==> config.mk <==
export PLATFORM = sky130hd
export DESIGN_NAME = html_table_cell_extractor_core
export DESIGN_NICKNAME = d
export VERILOG_FILES = /design/src/hdl/htce_pkg.sv /design/src/hdl/html_table_cell_extractor_core.sv /design/src/hdl/htce_step.sv /design/src/hdl/htce_out_buf.sv
export SDC_FILE = /design/constraint.sdc
export NUM_CORES = 1
export LEC_CHECK = 0
export BUFFER_PORTS_ARGS = -buffer_cell sky130_fd_sc_hd__buf_2
export CAP_MARGIN = 20
export CELL_PAD_IN_SITES_DETAIL_PLACEMENT = 1
export CELL_PAD_IN_SITES_GLOBAL_PLACEMENT = 2
export CORE_ASPECT_RATIO = 0.6
export CORE_MARGIN = 5
export CORE_UTILIZATION = 39
export CTS_BUF_LIST = sky130_fd_sc_hd__clkbuf_4 sky130_fd_sc_hd__clkbuf_8 sky130_fd_sc_hd__clkbuf_16
export CTS_CLUSTER_SIZE = 8
export DETAILED_ROUTE_END_ITERATION = 8
export GPL_TIMING_DRIVEN = 0
export PLACE_DENSITY = 0.88
export SLEW_MARGIN = 5
export SYNTH_ARGS = -nofsm -noshare
export SYNTH_HDL_FRONTEND = slang
export SYNTH_SLANG_ARGS = --single-unit
==> constraint.sdc <==
create_clock -name clk -period 7.18 [get_ports clk]
set_input_delay 1.795 -clock clk [delete_from_list [all_inputs] [get_ports clk]]
set_output_delay 1.795 -clock clk [all_outputs]
set_load 0.05 [all_outputs]
==> src/hdl/htce_pkg.sv <==
// Package for the HTML table cell extractor: parser state types, character
// constants and the whitespace test. No dependencies.
package htce_pkg;

    typedef enum logic [1:0]
    {
        MODE_TEXT   = 2'd0,
        MODE_NAME   = 2'd1,
        MODE_FROZEN = 2'd2,
        MODE_ATTR   = 2'd3
    } mode_t;

    typedef enum logic [1:0]
    {
        Q_NONE   = 2'd0,
        Q_SINGLE = 2'd1,
        Q_DOUBLE = 2'd2
    } quote_t;

    localparam logic [7:0] CH_SEMI   = 8'h3B;
    localparam logic [7:0] CH_NL     = 8'h0A;
    localparam logic [7:0] CH_T      = 8'h54;
    localparam logic [7:0] CH_D      = 8'h44;
    localparam logic [7:0] CH_SLASH  = 8'h2F;
    localparam logic [7:0] CH_R      = 8'h52;
    localparam logic [7:0] CH_LT     = 8'h3C;
    localparam logic [7:0] CH_GT     = 8'h3E;
    localparam logic [7:0] CH_DQUOTE = 8'h22;
    localparam logic [7:0] CH_SQUOTE = 8'h27;
    localparam logic [7:0] CH_SPACE  = 8'h20;
    localparam logic [7:0] CH_NUL    = 8'h00;
    localparam logic [7:0] CH_LC_A   = 8'h61;
    localparam logic [7:0] CH_LC_Z   = 8'h7A;
    localparam logic [7:0] CASE_FOLD = 8'h20;
    localparam logic [7:0] CH_TAB    = 8'h09;
    localparam logic [7:0] CH_CR     = 8'h0D;

    localparam logic [2:0] NAME_LEN_MAX  = 3'd4;
    localparam logic [2:0] NAME_LEN_HEAD = 3'd3;

    typedef struct packed
    {
        mode_t            mode;
        quote_t           quote;
        logic             inside_cell;
        logic             last_was_space;
        logic [2:0][7:0]  tag_head;
        logic [2:0]       name_len;
    } state_t;

    typedef struct packed
    {
        logic       emit;
        logic [7:0] data;
    } result_t;

    function automatic logic is_ws(input logic [7:0] c);
        return (c == CH_SPACE) || ((c >= CH_TAB) && (c <= CH_CR));
    endfunction

endpackage

==> src/hdl/html_table_cell_extractor_core.sv <==
// Top level of the HTML table cell extractor: parser state register, step
// logic and output buffer. Depends on htce_pkg, htce_step and htce_out_buf.
//
// Usage:
//   Input channel (in_valid, in_stall, in_byte, end_of_file): one text byte
//   per transaction. A transaction with end_of_file high returns the parser
//   to its reset state and produces nothing; its byte is ignored.
//   Output channel (out_valid, out_stall, out_byte): cell text with runs of
//   whitespace folded to one space, ';' after each closing TD tag and a
//   newline after each closing TR tag. A byte outside a cell produces nothing.
//   A result is registered: it goes into the result register, or into the
//   skid register while a result waits. Throughput: one byte per cycle while
//   in_stall is low, set by the state register that each accept updates.
//   Stall: the result register is backed by a skid register, so one more
//   byte is taken while a result waits; in_stall rises only once both hold
//   data, and drops as soon as the receiver takes one.
//   Reset: rst_n is asynchronous and active low; it clears the parser state
//   and empties the output buffer. in_stall is low straight after reset.
module html_table_cell_extractor_core
(
    input  logic       clk,
    input  logic       rst_n,
    input  logic       in_valid,
    output logic       in_stall,
    input  logic [7:0] in_byte,
    input  logic       end_of_file,
    output logic       out_valid,
    input  logic       out_stall,
    output logic [7:0] out_byte
);

    htce_pkg::state_t  state_reg;
    htce_pkg::state_t  state_next;
    htce_pkg::state_t  step_state;
    htce_pkg::result_t step_res;
    logic              buf_full;
    logic              accept;

    // take a transaction whenever the skid register is free
    assign in_stall = buf_full;
    assign accept   = in_valid && !buf_full;

    htce_step u_step
    (
        .cur         (state_reg),
        .in_byte     (in_byte),
        .end_of_file (end_of_file),
        .nxt         (step_state),
        .res         (step_res)
    );

    // hold the state unless a transaction is taken
    assign state_next = accept ? step_state : state_reg;

    always_ff @(posedge clk or negedge rst_n)
    begin
        if (!rst_n)
        begin
            state_reg.mode           <= htce_pkg::MODE_TEXT;
            state_reg.quote          <= htce_pkg::Q_NONE;
            state_reg.inside_cell    <= 1'b0;
            state_reg.last_was_space <= 1'b0;
            state_reg.tag_head       <= '0;
            state_reg.name_len       <= '0;
        end
        else
        begin
            state_reg <= state_next;
        end
    end

    // results go straight into the output buffer
    htce_out_buf u_out_buf
    (
        .clk       (clk),
        .rst_n     (rst_n),
        .push      (accept && step_res.emit),
        .push_data (step_res.data),
        .full      (buf_full),
        .out_valid (out_valid),
        .out_stall (out_stall),
        .out_byte  (out_byte)
    );

endmodule

==> src/hdl/htce_step.sv <==
// Next-state and result logic for one byte of the cell extractor.
// Depends on htce_pkg.
module htce_step
(
    input  htce_pkg::state_t  cur,
    input  logic [7:0]        in_byte,
    input  logic              end_of_file,
    output htce_pkg::state_t  nxt,
    output htce_pkg::result_t res
);

    logic       is_td;
    logic       is_close_td;
    logic       is_close_tr;
    logic [7:0] folded;

    assign is_td = (cur.name_len == 3'd2) && (cur.tag_head[0] == htce_pkg::CH_T)
                   && (cur.tag_head[1] == htce_pkg::CH_D);
    assign is_close_td = (cur.name_len == 3'd3) && (cur.tag_head[0] == htce_pkg::CH_SLASH)
                         && (cur.tag_head[1] == htce_pkg::CH_T)
                         && (cur.tag_head[2] == htce_pkg::CH_D);
    assign is_close_tr = (cur.name_len == 3'd3) && (cur.tag_head[0] == htce_pkg::CH_SLASH)
                         && (cur.tag_head[1] == htce_pkg::CH_T)
                         && (cur.tag_head[2] == htce_pkg::CH_R);
    assign folded = ((in_byte >= htce_pkg::CH_LC_A) && (in_byte <= htce_pkg::CH_LC_Z))
                    ? (in_byte - htce_pkg::CASE_FOLD) : in_byte;

    always_comb
    begin
        logic finish;
        nxt      = cur;
        res.emit = 1'b0;
        res.data = '0;
        finish   = 1'b0;

        if (end_of_file)
        begin
            nxt.mode           = htce_pkg::MODE_TEXT;
            nxt.quote          = htce_pkg::Q_NONE;
            nxt.inside_cell    = 1'b0;
            nxt.last_was_space = 1'b0;
            nxt.name_len       = '0;
        end
        else
        begin
            case (cur.mode)
                htce_pkg::MODE_TEXT:
                begin
                    if (in_byte == htce_pkg::CH_LT)
                    begin
                        nxt.mode     = htce_pkg::MODE_NAME;
                        nxt.quote    = htce_pkg::Q_NONE;
                        nxt.name_len = '0;
                    end
                    else if (cur.inside_cell)
                    begin
                        if (htce_pkg::is_ws(in_byte))
                        begin
                            if (!cur.last_was_space)
                            begin
                                nxt.last_was_space = 1'b1;
                                res.emit           = 1'b1;
                                res.data           = htce_pkg::CH_SPACE;
                            end
                        end
                        else
                        begin
                            nxt.last_was_space = 1'b0;
                            res.emit           = 1'b1;
                            res.data           = in_byte;
                        end
                    end
                end
                htce_pkg::MODE_NAME,
                htce_pkg::MODE_FROZEN:
                begin
                    if (in_byte == htce_pkg::CH_GT)
                    begin
                        finish = 1'b1;
                    end
                    else if (htce_pkg::is_ws(in_byte))
                    begin
                        nxt.mode  = htce_pkg::MODE_ATTR;
                        nxt.quote = htce_pkg::Q_NONE;
                    end
                    else if (cur.mode == htce_pkg::MODE_NAME)
                    begin
                        if (in_byte == htce_pkg::CH_NUL)
                        begin
                            nxt.mode = htce_pkg::MODE_FROZEN;
                        end
                        else
                        begin
                            if (cur.name_len < htce_pkg::NAME_LEN_HEAD)
                            begin
                                nxt.tag_head[cur.name_len[1:0]] = folded;
                            end
                            if (cur.name_len < htce_pkg::NAME_LEN_MAX)
                            begin
                                nxt.name_len = cur.name_len + 3'd1;
                            end
                        end
                    end
                end
                htce_pkg::MODE_ATTR:
                begin
                    if (in_byte == htce_pkg::CH_SQUOTE)
                    begin
                        if (cur.quote == htce_pkg::Q_SINGLE)
                            nxt.quote = htce_pkg::Q_NONE;
                        else if (cur.quote == htce_pkg::Q_NONE)
                            nxt.quote = htce_pkg::Q_SINGLE;
                    end
                    else if (in_byte == htce_pkg::CH_DQUOTE)
                    begin
                        if (cur.quote == htce_pkg::Q_DOUBLE)
                            nxt.quote = htce_pkg::Q_NONE;
                        else if (cur.quote == htce_pkg::Q_NONE)
                            nxt.quote = htce_pkg::Q_DOUBLE;
                    end
                    else if ((in_byte == htce_pkg::CH_GT) && (cur.quote == htce_pkg::Q_NONE))
                    begin
                        finish = 1'b1;
                    end
                end
                default:
                begin
                    nxt.mode = htce_pkg::MODE_TEXT;
                end
            endcase

            // act on a completed tag
            if (finish)
            begin
                nxt.mode  = htce_pkg::MODE_TEXT;
                nxt.quote = htce_pkg::Q_NONE;
                if (is_td)
                begin
                    nxt.inside_cell = 1'b1;
                end
                else if (is_close_td)
                begin
                    nxt.inside_cell    = 1'b0;
                    nxt.last_was_space = 1'b0;
                    res.emit           = 1'b1;
                    res.data           = htce_pkg::CH_SEMI;
                end
                else if (is_close_tr)
                begin
                    res.emit = 1'b1;
                    res.data = htce_pkg::CH_NL;
                end
            end
        end
    end

endmodule

==> src/hdl/htce_out_buf.sv <==
// Two-entry output buffer (result register plus skid register) for the
// cell extractor. No dependencies.
module htce_out_buf
(
    input  logic              clk,
    input  logic              rst_n,
    input  logic              push,
    input  logic [7:0]        push_data,
    output logic              full,
    output logic              out_valid,
    input  logic              out_stall,
    output logic [7:0]        out_byte
);

    logic       main_valid_reg;
    logic       main_valid_next;
    logic [7:0] main_data_reg;
    logic [7:0] main_data_next;
    logic       skid_valid_reg;
    logic       skid_valid_next;
    logic [7:0] skid_data_reg;
    logic [7:0] skid_data_next;

    always_comb
    begin
        main_valid_next = main_valid_reg;
        main_data_next  = main_data_reg;
        skid_valid_next = skid_valid_reg;
        skid_data_next  = skid_data_reg;
        if (!main_valid_reg || !out_stall)
        begin
            // main slot frees up: refill from skid first, else from push
            if (skid_valid_reg)
            begin
                main_valid_next = 1'b1;
                main_data_next  = skid_data_reg;
                skid_valid_next = 1'b0;
            end
            else
            begin
                main_valid_next = push;
                main_data_next  = push_data;
            end
        end
        else if (push)
        begin
            skid_valid_next = 1'b1;
            skid_data_next  = push_data;
        end
    end

    always_ff @(posedge clk or negedge rst_n)
    begin
        if (!rst_n)
        begin
            main_valid_reg <= 1'b0;
            skid_valid_reg <= 1'b0;
        end
        else
        begin
            main_valid_reg <= main_valid_next;
            skid_valid_reg <= skid_valid_next;
        end
    end

    always_ff @(posedge clk)
    begin
        main_data_reg <= main_data_next;
        skid_data_reg <= skid_data_next;
    end

    assign full      = skid_valid_reg;
    assign out_valid = main_valid_reg;
    assign out_byte  = main_data_reg;

endmodule

==> results of run 1 <==
area by class of cell:
cell class                      count  area, um^2
Inverter                           16        60.1
Tap cell                          108         135
Fill cell                         867        4320
Clock buffer                        6         139
Multi-Input combinational cell    206        1640
Timing Repair Buffer               22         110
Sequential cell                    51        1360
Clock inverter                      2        16.3
Buffer                             11        52.6
cells by family after synthesis:
logic type               synth area share
multiplexers                        0.123
AO/OA/AOI/OAI                       0.137
buffers and inverters              0.0363
adder cells (fa/ha/maj)            0.0444
flip-flops                          0.438
AND/OR/NAND/NOR                     0.222
worst paths after layout:
check                              startpoint                    endpoint  slack, ns
worst min-delay path            state_reg[13]               state_reg[13]       0.51
worst max-delay path               in_byte[4]  u_out_buf.skid_data_reg[2]       3.18
worst min register to register  state_reg[13]               state_reg[13]       0.51
max in group asynchronous               rst_n                state_reg[4]       5.01
worst max register to register  state_reg[31]  u_out_buf.skid_data_reg[2]       4.24
min in group asynchronous               rst_n               state_reg[31]       1.61
layout by cell type, fill, tap and decap left out, types with 8 or more instances in the layout:
| cell type | count |
|---|---|
| nor3_1 | 10 |
| mux2_4 | 24 |
| ha_1 | 11 |
| nand2_1 | 28 |
| dfrtp_1 | 35 |
| edfxtp_1 | 16 |
| a21oi_1 | 8 |
| nand3_1 | 8 |
| buf_2 | 22 |
| nor2_1 | 14 |
| inv_1 | 16 |
| clkbuf_1 | 9 |
worst max-delay path: stages:
cell       delay, ns
buf_2           0.10
buf_4           0.18
and4bb_2        0.35
o2111ai_1       0.24
a2111o_1        0.57
a2111oi_2       0.45
buf_2           0.30
stage by stage:
step	cells	power [mW]	util	worst slack, ns
3_3_place_gp	413	0.655	0.427	2.00
2_1_floorplan	284	0.595	-	2.72
4_1_cts	422	0.927	0.448	3.18
6_report	422	0.925	0.448	3.18
3_5_place_dp	414	0.671	0.428	2.87
5_1_grt	422	0.971	0.448	3.01
power groups by stage:
stage	Sequential [mW]	Clock, mW	Combinational, mW
6_report	0.417	0.254	0.253
5_1_grt	0.425	0.271	0.276
4_1_cts	0.416	0.258	0.254
3_5_place_dp	0.420	0	0.251
3_3_place_gp	0.412	0	0.243
2_1_floorplan	0.398	0	0.197
layer usage:
| metal | vias to the layer above | track usage | routed length (um) |
|---|---|---|---|
| li1 | 1134 | - | - |
| met1 | 1256 | 0.298 | 4550 |
| met2 | 71 | 0.273 | 3710 |
| met3 | 8 | 0.0390 | 639 |
| met4 | 0 | 0.0346 | 75 |
| met5 | - | 0 | 0 |
==> impl_summary.txt, run 1 <==
----------------------------------------------------
[Pwr]
  Power density over the cells ... between 200 and 300 nW/um^2
  Combinational power share ... 0.274
  Leakage power total ... ~1.4 nW
  Switching fraction of total power ... 0.312
  Share of power burned in the clock network ... 0.275
  Net switching power ... 0.289 mW
  Reg power frac ... 0.451
  Worst IR drop on VDD ... roughly 120 uV
  Total internal power ... approximately 0.64 mW

[Floorplan]
  Die footprint ... around 9900 um^2
  I/O pin count ... 23
  Row count ... 25
  Width of the die ... 125 um
  Core outline area ... about 7800 um^2
  Die span in y ... 79.1 um
  Starting utilization of the core area ... 0.396

[Yosys]
  Post-synthesis sequential element count ... between 50 and 60
  Count of different cell masters after synthesis ... 62
  Number of enable flip-flop cells after synthesis ... 16
  Instance count of the mapped netlist ... roughly 280
  Total nets after synthesis ... 308
  Average footprint of a synthesized cell ... 10.9 um^2
  Area share of the largest cell type after synthesis ... 0.283
  Leading post-synthesis cells by instance count ... 35 x dfrtp_1, 28 x nand2_1, 24 x mux2_4, 16 x edfxtp_1, 16 x inv_1
  Share of flip-flops with an asynchronous set or reset after synthesis ... 0.686
  Synth area leaders ... dfrtp_1 28%, edfxtp_1 16%, mux2_4 12%, ha_1 4.4%, nand2_1 3.4%
  Top flip-flop cell by instance count after synthesis ... dfrtp_1
  Cell accounting for the most synthesized area ... dfrtp_1
  Most frequent cell after synthesis ... dfrtp_1
  Sequential-to-total area share from yosys stat ... 0.438
  Yosys synthesis warning count ... 0
  Cell area after synthesis ... approximately 3100 um^2

[Final layout]
  Fin area ... 3500 um^2
  Share of post-route cells with drive strength above 1 ... 0.220
  Layout-stage area growth over the synthesis result ... 13.1%
  Number of inserted diodes ... 0
  Max FFs per register ... 33
  # nets final ... 337

[Timing]
  Final cycle utilization of the critical path ... 0.556
  Final hold slack ... around 0.51 ns
  Number of hold violations in the final report ... 0
  Final period demand of the worst path ... ~4 ns
  Slew @ Worst Pin ... approximately 0.9 ns
  Skew final ... slightly below 0.007 ns
  Remaining max-slew budget at the tightest pin ... 0.417
  Pins Over Slew Limit ... 0
  Setup TNS ... 0 ns
  Setup violations, final ... 0
  RSZ-0062 raised after global routing ... false
  Top achievable clock speed ... about 0.25 GHz

[Drt]
  Drc violations ... 0
  WL per Instance ... approximately 21 um
  Post-DRT Antenna Nets ... 0
  Routed wire length ... 8980 um
  DRC marker count from the first detailed-route iteration ... between 200 and 250
  Via-to-Cell Ratio ... approximately 6
  Detailed-routing iteration count for the pre-antenna-repair pass ... 5
  Detailed-route via count ... between 2000 and 2500

[Global route]
  Wire length of the first global-routing pass ... ~15000 um
  Global route total overflow ... 0
  Total track usage ... 0.191
  Number of global-route vias before repair ... 2521
  Initial antenna violation count ... 0
  Largest net degree at the start of global routing ... 36

[CTS]
  Total clock buffers created by CTS ... 5
  H-tree level count ... 2
  Worst skew pair latency ... about 0.30 ns
  CTS Root Cell ... clkbuf_16
  CTS Sinks ... between 50 and 60
  PostCTS Resize Cnt ... 0
  Clock tree from TritonCTS ... built
  Post-CTS Repair Setup Buffers ... 0
  Clock edge transition at the registers on the reported setup and hold paths ... 0.07 ns
  CTS Hold Buffers Added ... 0
  Maximum number of buffers from clock root to sink ... 2

[Critical path]
  CP Capture Type ... flip-flop
  Arrival time at the worst endpoint ... 3.99 ns
  Startpoint type of the worst setup path ... input pin
  Classification of the worst setup path ... input pin to flip-flop
  Cell count of the worst reg-to-reg path ... 6
  Peak fanout along the critical path ... 10
  Crit path required time ... between 7 and 8 ns

[Placement]
  Post-place instance area ... 3350 um^2
  Count of port buffers added during placement ... 21
  Final HPWL from detailed placement ... between 6000 and 7000 um
  Routability congestion estimate ... between 0.8 and 0.9

[Status]
  Run status ... completed

[Flow run]
  Maximum Capacitance Violations ... 0

[Worst hold path]
  Worst hold path type ... flip-flop to flip-flop
  Cells on Worst Hold Path ... 1

----------------------------------------------------
Power figures use the tool's default switching activity.
==> run 2, diff against run 1 <==
--- a/config.mk
+++ b/config.mk
@@ -5,18 +5,19 @@
 export SDC_FILE = /design/constraint.sdc
 export NUM_CORES = 1
 export LEC_CHECK = 0
+export ABC_AREA = 1
 export BUFFER_PORTS_ARGS = -buffer_cell sky130_fd_sc_hd__buf_2
 export CAP_MARGIN = 20
 export CELL_PAD_IN_SITES_DETAIL_PLACEMENT = 1
 export CELL_PAD_IN_SITES_GLOBAL_PLACEMENT = 2
 export CORE_ASPECT_RATIO = 0.6
 export CORE_MARGIN = 5
-export CORE_UTILIZATION = 39
+export CORE_UTILIZATION = 31
 export CTS_BUF_LIST = sky130_fd_sc_hd__clkbuf_4 sky130_fd_sc_hd__clkbuf_8 sky130_fd_sc_hd__clkbuf_16
 export CTS_CLUSTER_SIZE = 8
 export DETAILED_ROUTE_END_ITERATION = 8
 export GPL_TIMING_DRIVEN = 0
-export PLACE_DENSITY = 0.88
+export PLACE_DENSITY = 0.84
 export SLEW_MARGIN = 5
 export SYNTH_ARGS = -nofsm -noshare
 export SYNTH_HDL_FRONTEND = slang
==> constraint.sdc (replaced) <==
create_clock -name clk -period 3.4 [get_ports clk]
set_input_delay 0.85 -clock clk [delete_from_list [all_inputs] [get_ports clk]]
set_output_delay 0.85 -clock clk [all_outputs]
set_load 0.05 [all_outputs]
==> run 2 against run 1 <==
Non-clock buffer count shrank 4; core utilization decreased by 8.5 points; critical path depth increased by 4; final cell count increased by 28%; flip-flop and latch count did not move; synthesized cell count is 36% higher; routed wire length shrank 5.8%; worst hold slack got worse by 0.033 ns; critical path type unchanged; critical endpoint is now u_out_buf.skid_data_reg[1]; largest power group unchanged.
==> impl_summary.txt, run 2 <==
----------------------------------------------------
[Status]
  Run status ... completed

[Timing]
  Top achievable clock speed ... approximately 0.34 GHz
  Pins Over Slew Limit ... 0
  Remaining max-slew budget at the tightest pin ... 0.422
  Final period demand of the worst path ... ~2.9 ns
  Number of hold violations in the final report ... 0
  Setup violations, final ... 0
  Setup TNS ... 0 ns
  Slew @ Worst Pin ... 0.866 ns
  Final cycle utilization of the critical path ... 0.861
  Skew final ... about 0.004 ns
  RSZ-0062 raised after global routing ... false

[CTS]
  Worst skew pair latency ... 0.29 ns
  Clock edge transition at the registers on the reported setup and hold paths ... ~0.070 ns
  PostCTS Resize Cnt ... 0
  Post-CTS Repair Setup Buffers ... 0
  H-tree level count ... 2
  Clock tree from TritonCTS ... built
  CTS Sinks ... 51
  CTS Hold Buffers Added ... 0
  Total clock buffers created by CTS ... 5
  CTS Root Cell ... clkbuf_16
  Maximum number of buffers from clock root to sink ... 2

[Placement]
  Count of port buffers added during placement ... 19
  Post-placement cell count ... 534
  Final HPWL from detailed placement ... ~6700 um
  Routability congestion estimate ... slightly below 0.9

[Yosys]
  Cell area after synthesis ... 2910 um^2
  Synth area leaders ... dfrtp_1 30%, nand2_1 17%, edfxtp_1 17%, nand3_1 7.6%, nor2_1 5.8%
  Yosys synthesis warning count ... 0
  Number of enable flip-flop cells after synthesis ... 16
  Average footprint of a synthesized cell ... ~7.5 um^2
  Instance count of the mapped netlist ... 385
  Share of flip-flops with an asynchronous set or reset after synthesis ... 0.686
  Top flip-flop cell by instance count after synthesis ... dfrtp_1
  Area share of the largest cell type after synthesis ... 0.301
  Leading post-synthesis cells by instance count ... 131 x nand2_1, 45 x nor2_1, 44 x nand3_1, 39 x inv_1, 35 x dfrtp_1
  Sequential-to-total area share from yosys stat ... 0.467
  Most frequent cell after synthesis ... nand2_1
  Post-synthesis sequential element count ... 51
  Total nets after synthesis ... 409
  Count of different cell masters after synthesis ... 26
  Cell accounting for the most synthesized area ... dfrtp_1

[Pwr]
  Net switching power ... between 0.6 and 0.7 mW
  Worst IR drop on VDD ... around 250 uV
  Total internal power ... about 1.2 mW
  Leakage power total ... about 1.6 nW
  Reg power frac ... 0.449
  Switching fraction of total power ... 0.346
  Share of power burned in the clock network ... 0.303
  Power density over the cells ... ~570 nW/um^2
  Combinational power share ... 0.248

[Drt]
  WL per Instance ... between 15 and 20 um
  Via-to-Cell Ratio ... slightly below 5
  Detailed-route via count ... ~2600
  DRC marker count from the first detailed-route iteration ... between 150 and 200
  Detailed-routing iteration count for the pre-antenna-repair pass ... 4
  Post-DRT Antenna Nets ... 0
  Drc violations ... 0
  Routed wire length ... ~8500 um

[Floorplan]
  Die span in y ... roughly 85 um
  I/O pin count ... 23
  Width of the die ... about 140 um
  Starting utilization of the core area ... 0.317
  Core outline area ... approximately 9200 um^2
  Die footprint ... 11500 um^2
  Row count ... 27

[Final layout]
  Commonest cells after routing, fill and taps aside ... 131 x nand2_1, 45 x nor2_1, 44 x nand3_1
  Most common library cell in the layout ignoring fill and taps ... nand2_1
  Max FFs per register ... 33
  Final standard cell count with taps included and fillers excluded ... 542
  Fill cell count ... around 1200
  Layout-stage area growth over the synthesis result ... 14.5%
  # nets final ... about 440
  Share of post-route cells with drive strength above 1 ... 0.0947
  Number of inserted diodes ... 0

[Critical path]
  Arrival time at the worst endpoint ... between 2 and 3 ns
  Crit path required time ... 3.33 ns
  Peak fanout along the critical path ... 9
  Classification of the worst setup path ... input pin to flip-flop
  CP Capture Type ... flip-flop
  Startpoint type of the worst setup path ... input pin

[Global route]
  Global route total overflow ... 0
  Wire length of the first global-routing pass ... between 10000 and 15000 um
  Initial antenna violation count ... 0
  Largest net degree at the start of global routing ... 36
  Total track usage ... 0.162
  Number of global-route vias before repair ... approximately 2800

[Worst hold path]
  Worst hold path type ... flip-flop to flip-flop

[Flow run]
  Maximum Capacitance Violations ... 0

----------------------------------------------------
## run 2: changes by cell type after synthesis, sizes merged, moves of 5 or more
cell	before	now
nor3	15	5
nor2	14	47
o21ai	8	14
nand3	8	44
o31ai	6	0
nand4	4	9
nand2	28	132
nor4	6	1
inv	16	39
mux2	25	0
## run 2: worst paths after layout
path / slack [ns] / to / depth (start not counted) / startpoint
max in group asynchronous: 2.19 / state_reg[21] / 1 / rst_n
max reg2reg: 0.57 / u_out_buf.skid_data_reg[1] / 9 / state_reg[31]
min in group asynchronous: 0.67 / state_reg[6] / 1 / rst_n
min: 0.47 / state_reg[22] / 2 / state_reg[22]
min reg2reg: 0.47 / state_reg[22] / 2 / state_reg[22]
max: 0.47 / u_out_buf.skid_data_reg[1] / 11 / in_byte[1]
## run 2: cell type report
| type | count | area, um^2 | share of cell area |
|---|---|---|---|
| buffer | 10 | 48.8 | 0.0147 |
| clock buffer | 5 | 125 | 0.0376 |
| clock inverter | 3 | 38.8 | 0.0117 |
| inverter | 40 | 150 | 0.0451 |
| multi-input combinational | 284 | 1350 | 0.406 |
| sequential | 51 | 1360 | 0.408 |
| tap | 130 | 163 | 0.0489 |
| timing repair buffer | 19 | 95.1 | 0.0286 |
## run 2: per-stage QoR
stage	hold slack, ns	worst slack, ns	utilization	cell area, um^2	power (mW)
floorplan	0.434	0.745	-	2910	1.17
global placement	0.449	0.216	0.346	3160	1.32
detailed placement	0.459	0.136	0.346	3160	1.34
CTS	0.476	0.458	0.364	3330	1.93
global route	0.497	0.296	0.364	3330	2.05
finish	0.473	0.473	0.364	3330	1.90
## run 2: power by group through the flow
stage / Clock (mW) / Sequential [mW] / Combinational [mW]
global route: 0.625 / 0.874 / 0.550
finish: 0.576 / 0.855 / 0.472
detailed placement: 0 / 0.867 / 0.475
CTS: 0.593 / 0.857 / 0.476
global placement: 0 / 0.861 / 0.456
floorplan: 0 / 0.831 / 0.343
## run 2: worst max-delay path: stages
cell	delay, ns
buf_2	0.19
inv_1	0.08
nor2_1	0.16
nand2_1	0.11
nor2_4	0.17
o21ai_2	0.13
nor2_4	0.17
nand2_1	0.20
nand3_1	0.12
nand2_1	0.09
nor2_1	0.58
## run 2: metal layers
metal / global-route usage / vias to the layer above / part of all wire
met5: 0 / - / 0
met1: 0.260 / 1296 / 0.56
met4: 0.0329 / 0 / 0.0095
met3: 0.0308 / 7 / 0.044
met2: 0.221 / 36 / 0.39
li1: - / 1290 / -
## run 2: kinds of logic (layout without fill, tap and decap cells)
family,after synthesis,in the layout,share of synthesized area
simple gates,244,244,0.361
flops,51,51,0.467
buf+inv,50,77,0.0684
compound gates,29,29,0.0564
fa+ha+maj,11,11,0.0474
==> run 3, diff against run 2 <==
--- a/config.mk
+++ b/config.mk
@@ -8,16 +8,14 @@
 export ABC_AREA = 1
 export BUFFER_PORTS_ARGS = -buffer_cell sky130_fd_sc_hd__buf_2
 export CAP_MARGIN = 20
-export CELL_PAD_IN_SITES_DETAIL_PLACEMENT = 1
-export CELL_PAD_IN_SITES_GLOBAL_PLACEMENT = 2
 export CORE_ASPECT_RATIO = 0.6
 export CORE_MARGIN = 5
-export CORE_UTILIZATION = 31
+export CORE_UTILIZATION = 39
 export CTS_BUF_LIST = sky130_fd_sc_hd__clkbuf_4 sky130_fd_sc_hd__clkbuf_8 sky130_fd_sc_hd__clkbuf_16
 export CTS_CLUSTER_SIZE = 8
 export DETAILED_ROUTE_END_ITERATION = 8
 export GPL_TIMING_DRIVEN = 0
-export PLACE_DENSITY = 0.84
+export PLACE_DENSITY = 0.68
 export SLEW_MARGIN = 5
 export SYNTH_ARGS = -nofsm -noshare
 export SYNTH_HDL_FRONTEND = slang
==> run 3 against run 2 <==
Global-route usage grew 0.34 points; combinational power shrank 3%; first-iteration DRC count grew 19%; largest cell class unchanged; largest power group unchanged; power shrank 4.6%; flip-flop and latch count is the same; design area shrank 1.5%; sequential share of layout area grew 0.64 points; non-clock buffer count is the same; routed wire length shrank 15%; worst setup slack gained 0.11 ns.
==> impl_summary.txt, run 3 (synthesized netlist as in run 2, its figures left out) <==
----------------------------------------------------
[Status]
  Run status ... completed

[Timing]
  Slew @ Worst Pin ... just over 0.8 ns
  RSZ-0062 raised after global routing ... false
  Top achievable clock speed ... approximately 0.36 GHz
  Number of hold violations in the final report ... 0
  Remaining max-slew budget at the tightest pin ... 0.464
  Pins Over Slew Limit ... 0
  Setup TNS ... 0 ns
  Setup violations, final ... 0
  Skew final ... roughly 0.0050 ns
  Final period demand of the worst path ... 2.81 ns
  Final cycle utilization of the critical path ... 0.827

[Drt]
  Routed wire length ... 7180 um
  Post-DRT Antenna Nets ... 0
  Drc violations ... 0
  Via-to-Cell Ratio ... 4.98
  WL per Instance ... ~14 um
  Detailed-routing iteration count for the pre-antenna-repair pass ... 4
  DRC marker count from the first detailed-route iteration ... about 210
  Detailed-route via count ... 2568

[Final layout]
  Fill cell count ... ~730
  Final standard cell count with taps included and fillers excluded ... between 500 and 600
  Most common library cell in the layout ignoring fill and taps ... nand2_1
  Area of the multi-input gates ... ~1400 um^2
  Fin area ... around 3300 um^2
  Max FFs per register ... 33
  Reg area ... 1360 um^2
  # nets final ... around 440
  Number of inserted diodes ... 0
  Post-Route Utilization ... 0.451
  Layout-stage area growth over the synthesis result ... 12.7%
  Commonest cells after routing, fill and taps aside ... 131 x nand2_1, 45 x nor2_1, 44 x nand3_1
  Share of post-route cells with drive strength above 1 ... 0.0971

[Critical path]
  Crit path required time ... approximately 3.3 ns
  Cell count of the worst reg-to-reg path ... 9
  Startpoint type of the worst setup path ... input pin
  Slowest Stage Delay on Critical Path ... between 0.5 and 0.6 ns
  Flop-to-flop setup slack ... roughly 0.79 ns
  Peak fanout along the critical path ... 9
  List of cells traversed by the critical path ... buf_2 > inv_1 > nor2_1 > nand2_1 > nor2_4 > o21ai_2 > nor2_4 > nand2_1 > nand3_1 > nand2_1 > nor2_1
  Crit Reg-Reg Startpoint ... state_reg[31]
  Delay-heaviest family, CP ... simple AND/OR/NAND/NOR gates
  Arrival time at the worst endpoint ... about 2.8 ns
  Classification of the worst setup path ... input pin to flip-flop
  Slowest stage cell on the critical path ... nor2_1
  Worst setup path startpoint ... in_byte[1]
  Critical path buffer and inverter count ... 2
  RR Endpoint ... u_out_buf.skid_data_reg[2]
  Most prevalent standard cell on the critical path ... nand2_1
  CP Capture Type ... flip-flop

[Worst hold path]
  Worst hold path type ... flip-flop to flip-flop
  Cells on Worst Hold Path ... 2
  End of the worst hold path ... state_reg[22]
  Startpoint of the worst hold path ... state_reg[22]

[Global route]
  Global route total overflow ... 0
  Total track usage ... 0.165
  Initial antenna violation count ... 0
  Number of global-route vias before repair ... 2418
  Wire length of the first global-routing pass ... 12000 um
  Largest net degree at the start of global routing ... 36

[Floorplan]
  Row count ... 24
  Starting utilization of the core area ... 0.400
  Die footprint ... roughly 9300 um^2
  I/O pin count ... 23
  Core outline area ... 7270 um^2
  Width of the die ... roughly 120 um
  Die span in y ... just under 80 um

[CTS]
  CTS Root Cell ... clkbuf_16
  Total clock buffers created by CTS ... 5
  Post-CTS Repair Setup Buffers ... 0
  Maximum number of buffers from clock root to sink ... 2
  CTS Sinks ... 51
  Clock edge transition at the registers on the reported setup and hold paths ... roughly 0.070 ns
  H-tree level count ... 2
  PostCTS Resize Cnt ... 0
  CTS Hold Buffers Added ... 0
  Clock tree from TritonCTS ... built
  Worst skew pair latency ... roughly 0.30 ns

[Placement]
  Post-place instance area ... between 3000 and 4000 um^2
  Count of port buffers added during placement ... 19
  Final HPWL from detailed placement ... approximately 5500 um
  Post-placement cell count ... slightly above 500
  Routability congestion estimate ... ~0.91

[Pwr]
  Power density over the cells ... ~550 nW/um^2
  Power consumption ... between 1.5 and 2 mW
  Worst IR drop on VDD ... about 230 uV
  Leakage power total ... between 1.5 and 2 nW

[Flow run]
  Maximum Capacitance Violations ... 0

----------------------------------------------------
[run 3: changes by cell type in the layout (fill, tap and decap cells not counted), sizes merged]
cell      before  now
clkinv         3    2
clkinvlp       0    2
bufinv         1    0
[run 3: power by group]
group          switching, mW  internal [mW]
sequential             0.107          0.747
combinational          0.304          0.152
clock                  0.234          0.272
[run 3: routing by layer]
layer | track usage | routed length, um | up-vias
met2 | 0.218 | 2770 | 69
met1 | 0.256 | 3760 | 1196
li1 | - | - | 1293
met4 | 0.0559 | 114 | 0
met5 | 0 | 0 | -
met3 | 0.0441 | 530 | 10
[run 3: final cells by class]
class | count | area share
tap | 104 | 0.0397
multi-input combinational | 284 | 0.412
timing repair buffer | 19 | 0.0290
clock inverter | 3 | 0.00611
buffer | 10 | 0.0149
sequential | 51 | 0.414
inverter | 40 | 0.0458
clock buffer | 5 | 0.0382
[run 3: worst max-delay path by stage]
stage / end / slack [ns] / cells after the start
4_1_cts: u_out_buf.skid_data_reg[7] / 0.57 / 11
6_report: u_out_buf.skid_data_reg[2] / 0.59 / 11
3_3_place_gp: u_out_buf.skid_data_reg[6] / 0.31 / 11
2_1_floorplan: u_out_buf.skid_data_reg[0] / 0.75 / 11
3_5_place_dp: u_out_buf.skid_data_reg[6] / 0.26 / 11
5_1_grt: u_out_buf.skid_data_reg[6] / 0.37 / 11
[run 3: through the flow]
step                setup slack, ns  hold WS (ns)
global placement              0.309         0.449
finish                        0.587         0.469
CTS                           0.571         0.469
floorplan                     0.745         0.434
detailed placement            0.262         0.453
global route                  0.366         0.480
[run 3: worst reg2reg max path: stages, from the launching register on]
cell	delay, ns
dfrtp_1	0.46
ha_1	0.18
inv_1	0.05
nor3_1	0.28
o21ai_2	0.14
nor2_4	0.16
nand2_1	0.20
nand3_1	0.12
nand2_1	0.10
nor2_1	0.56
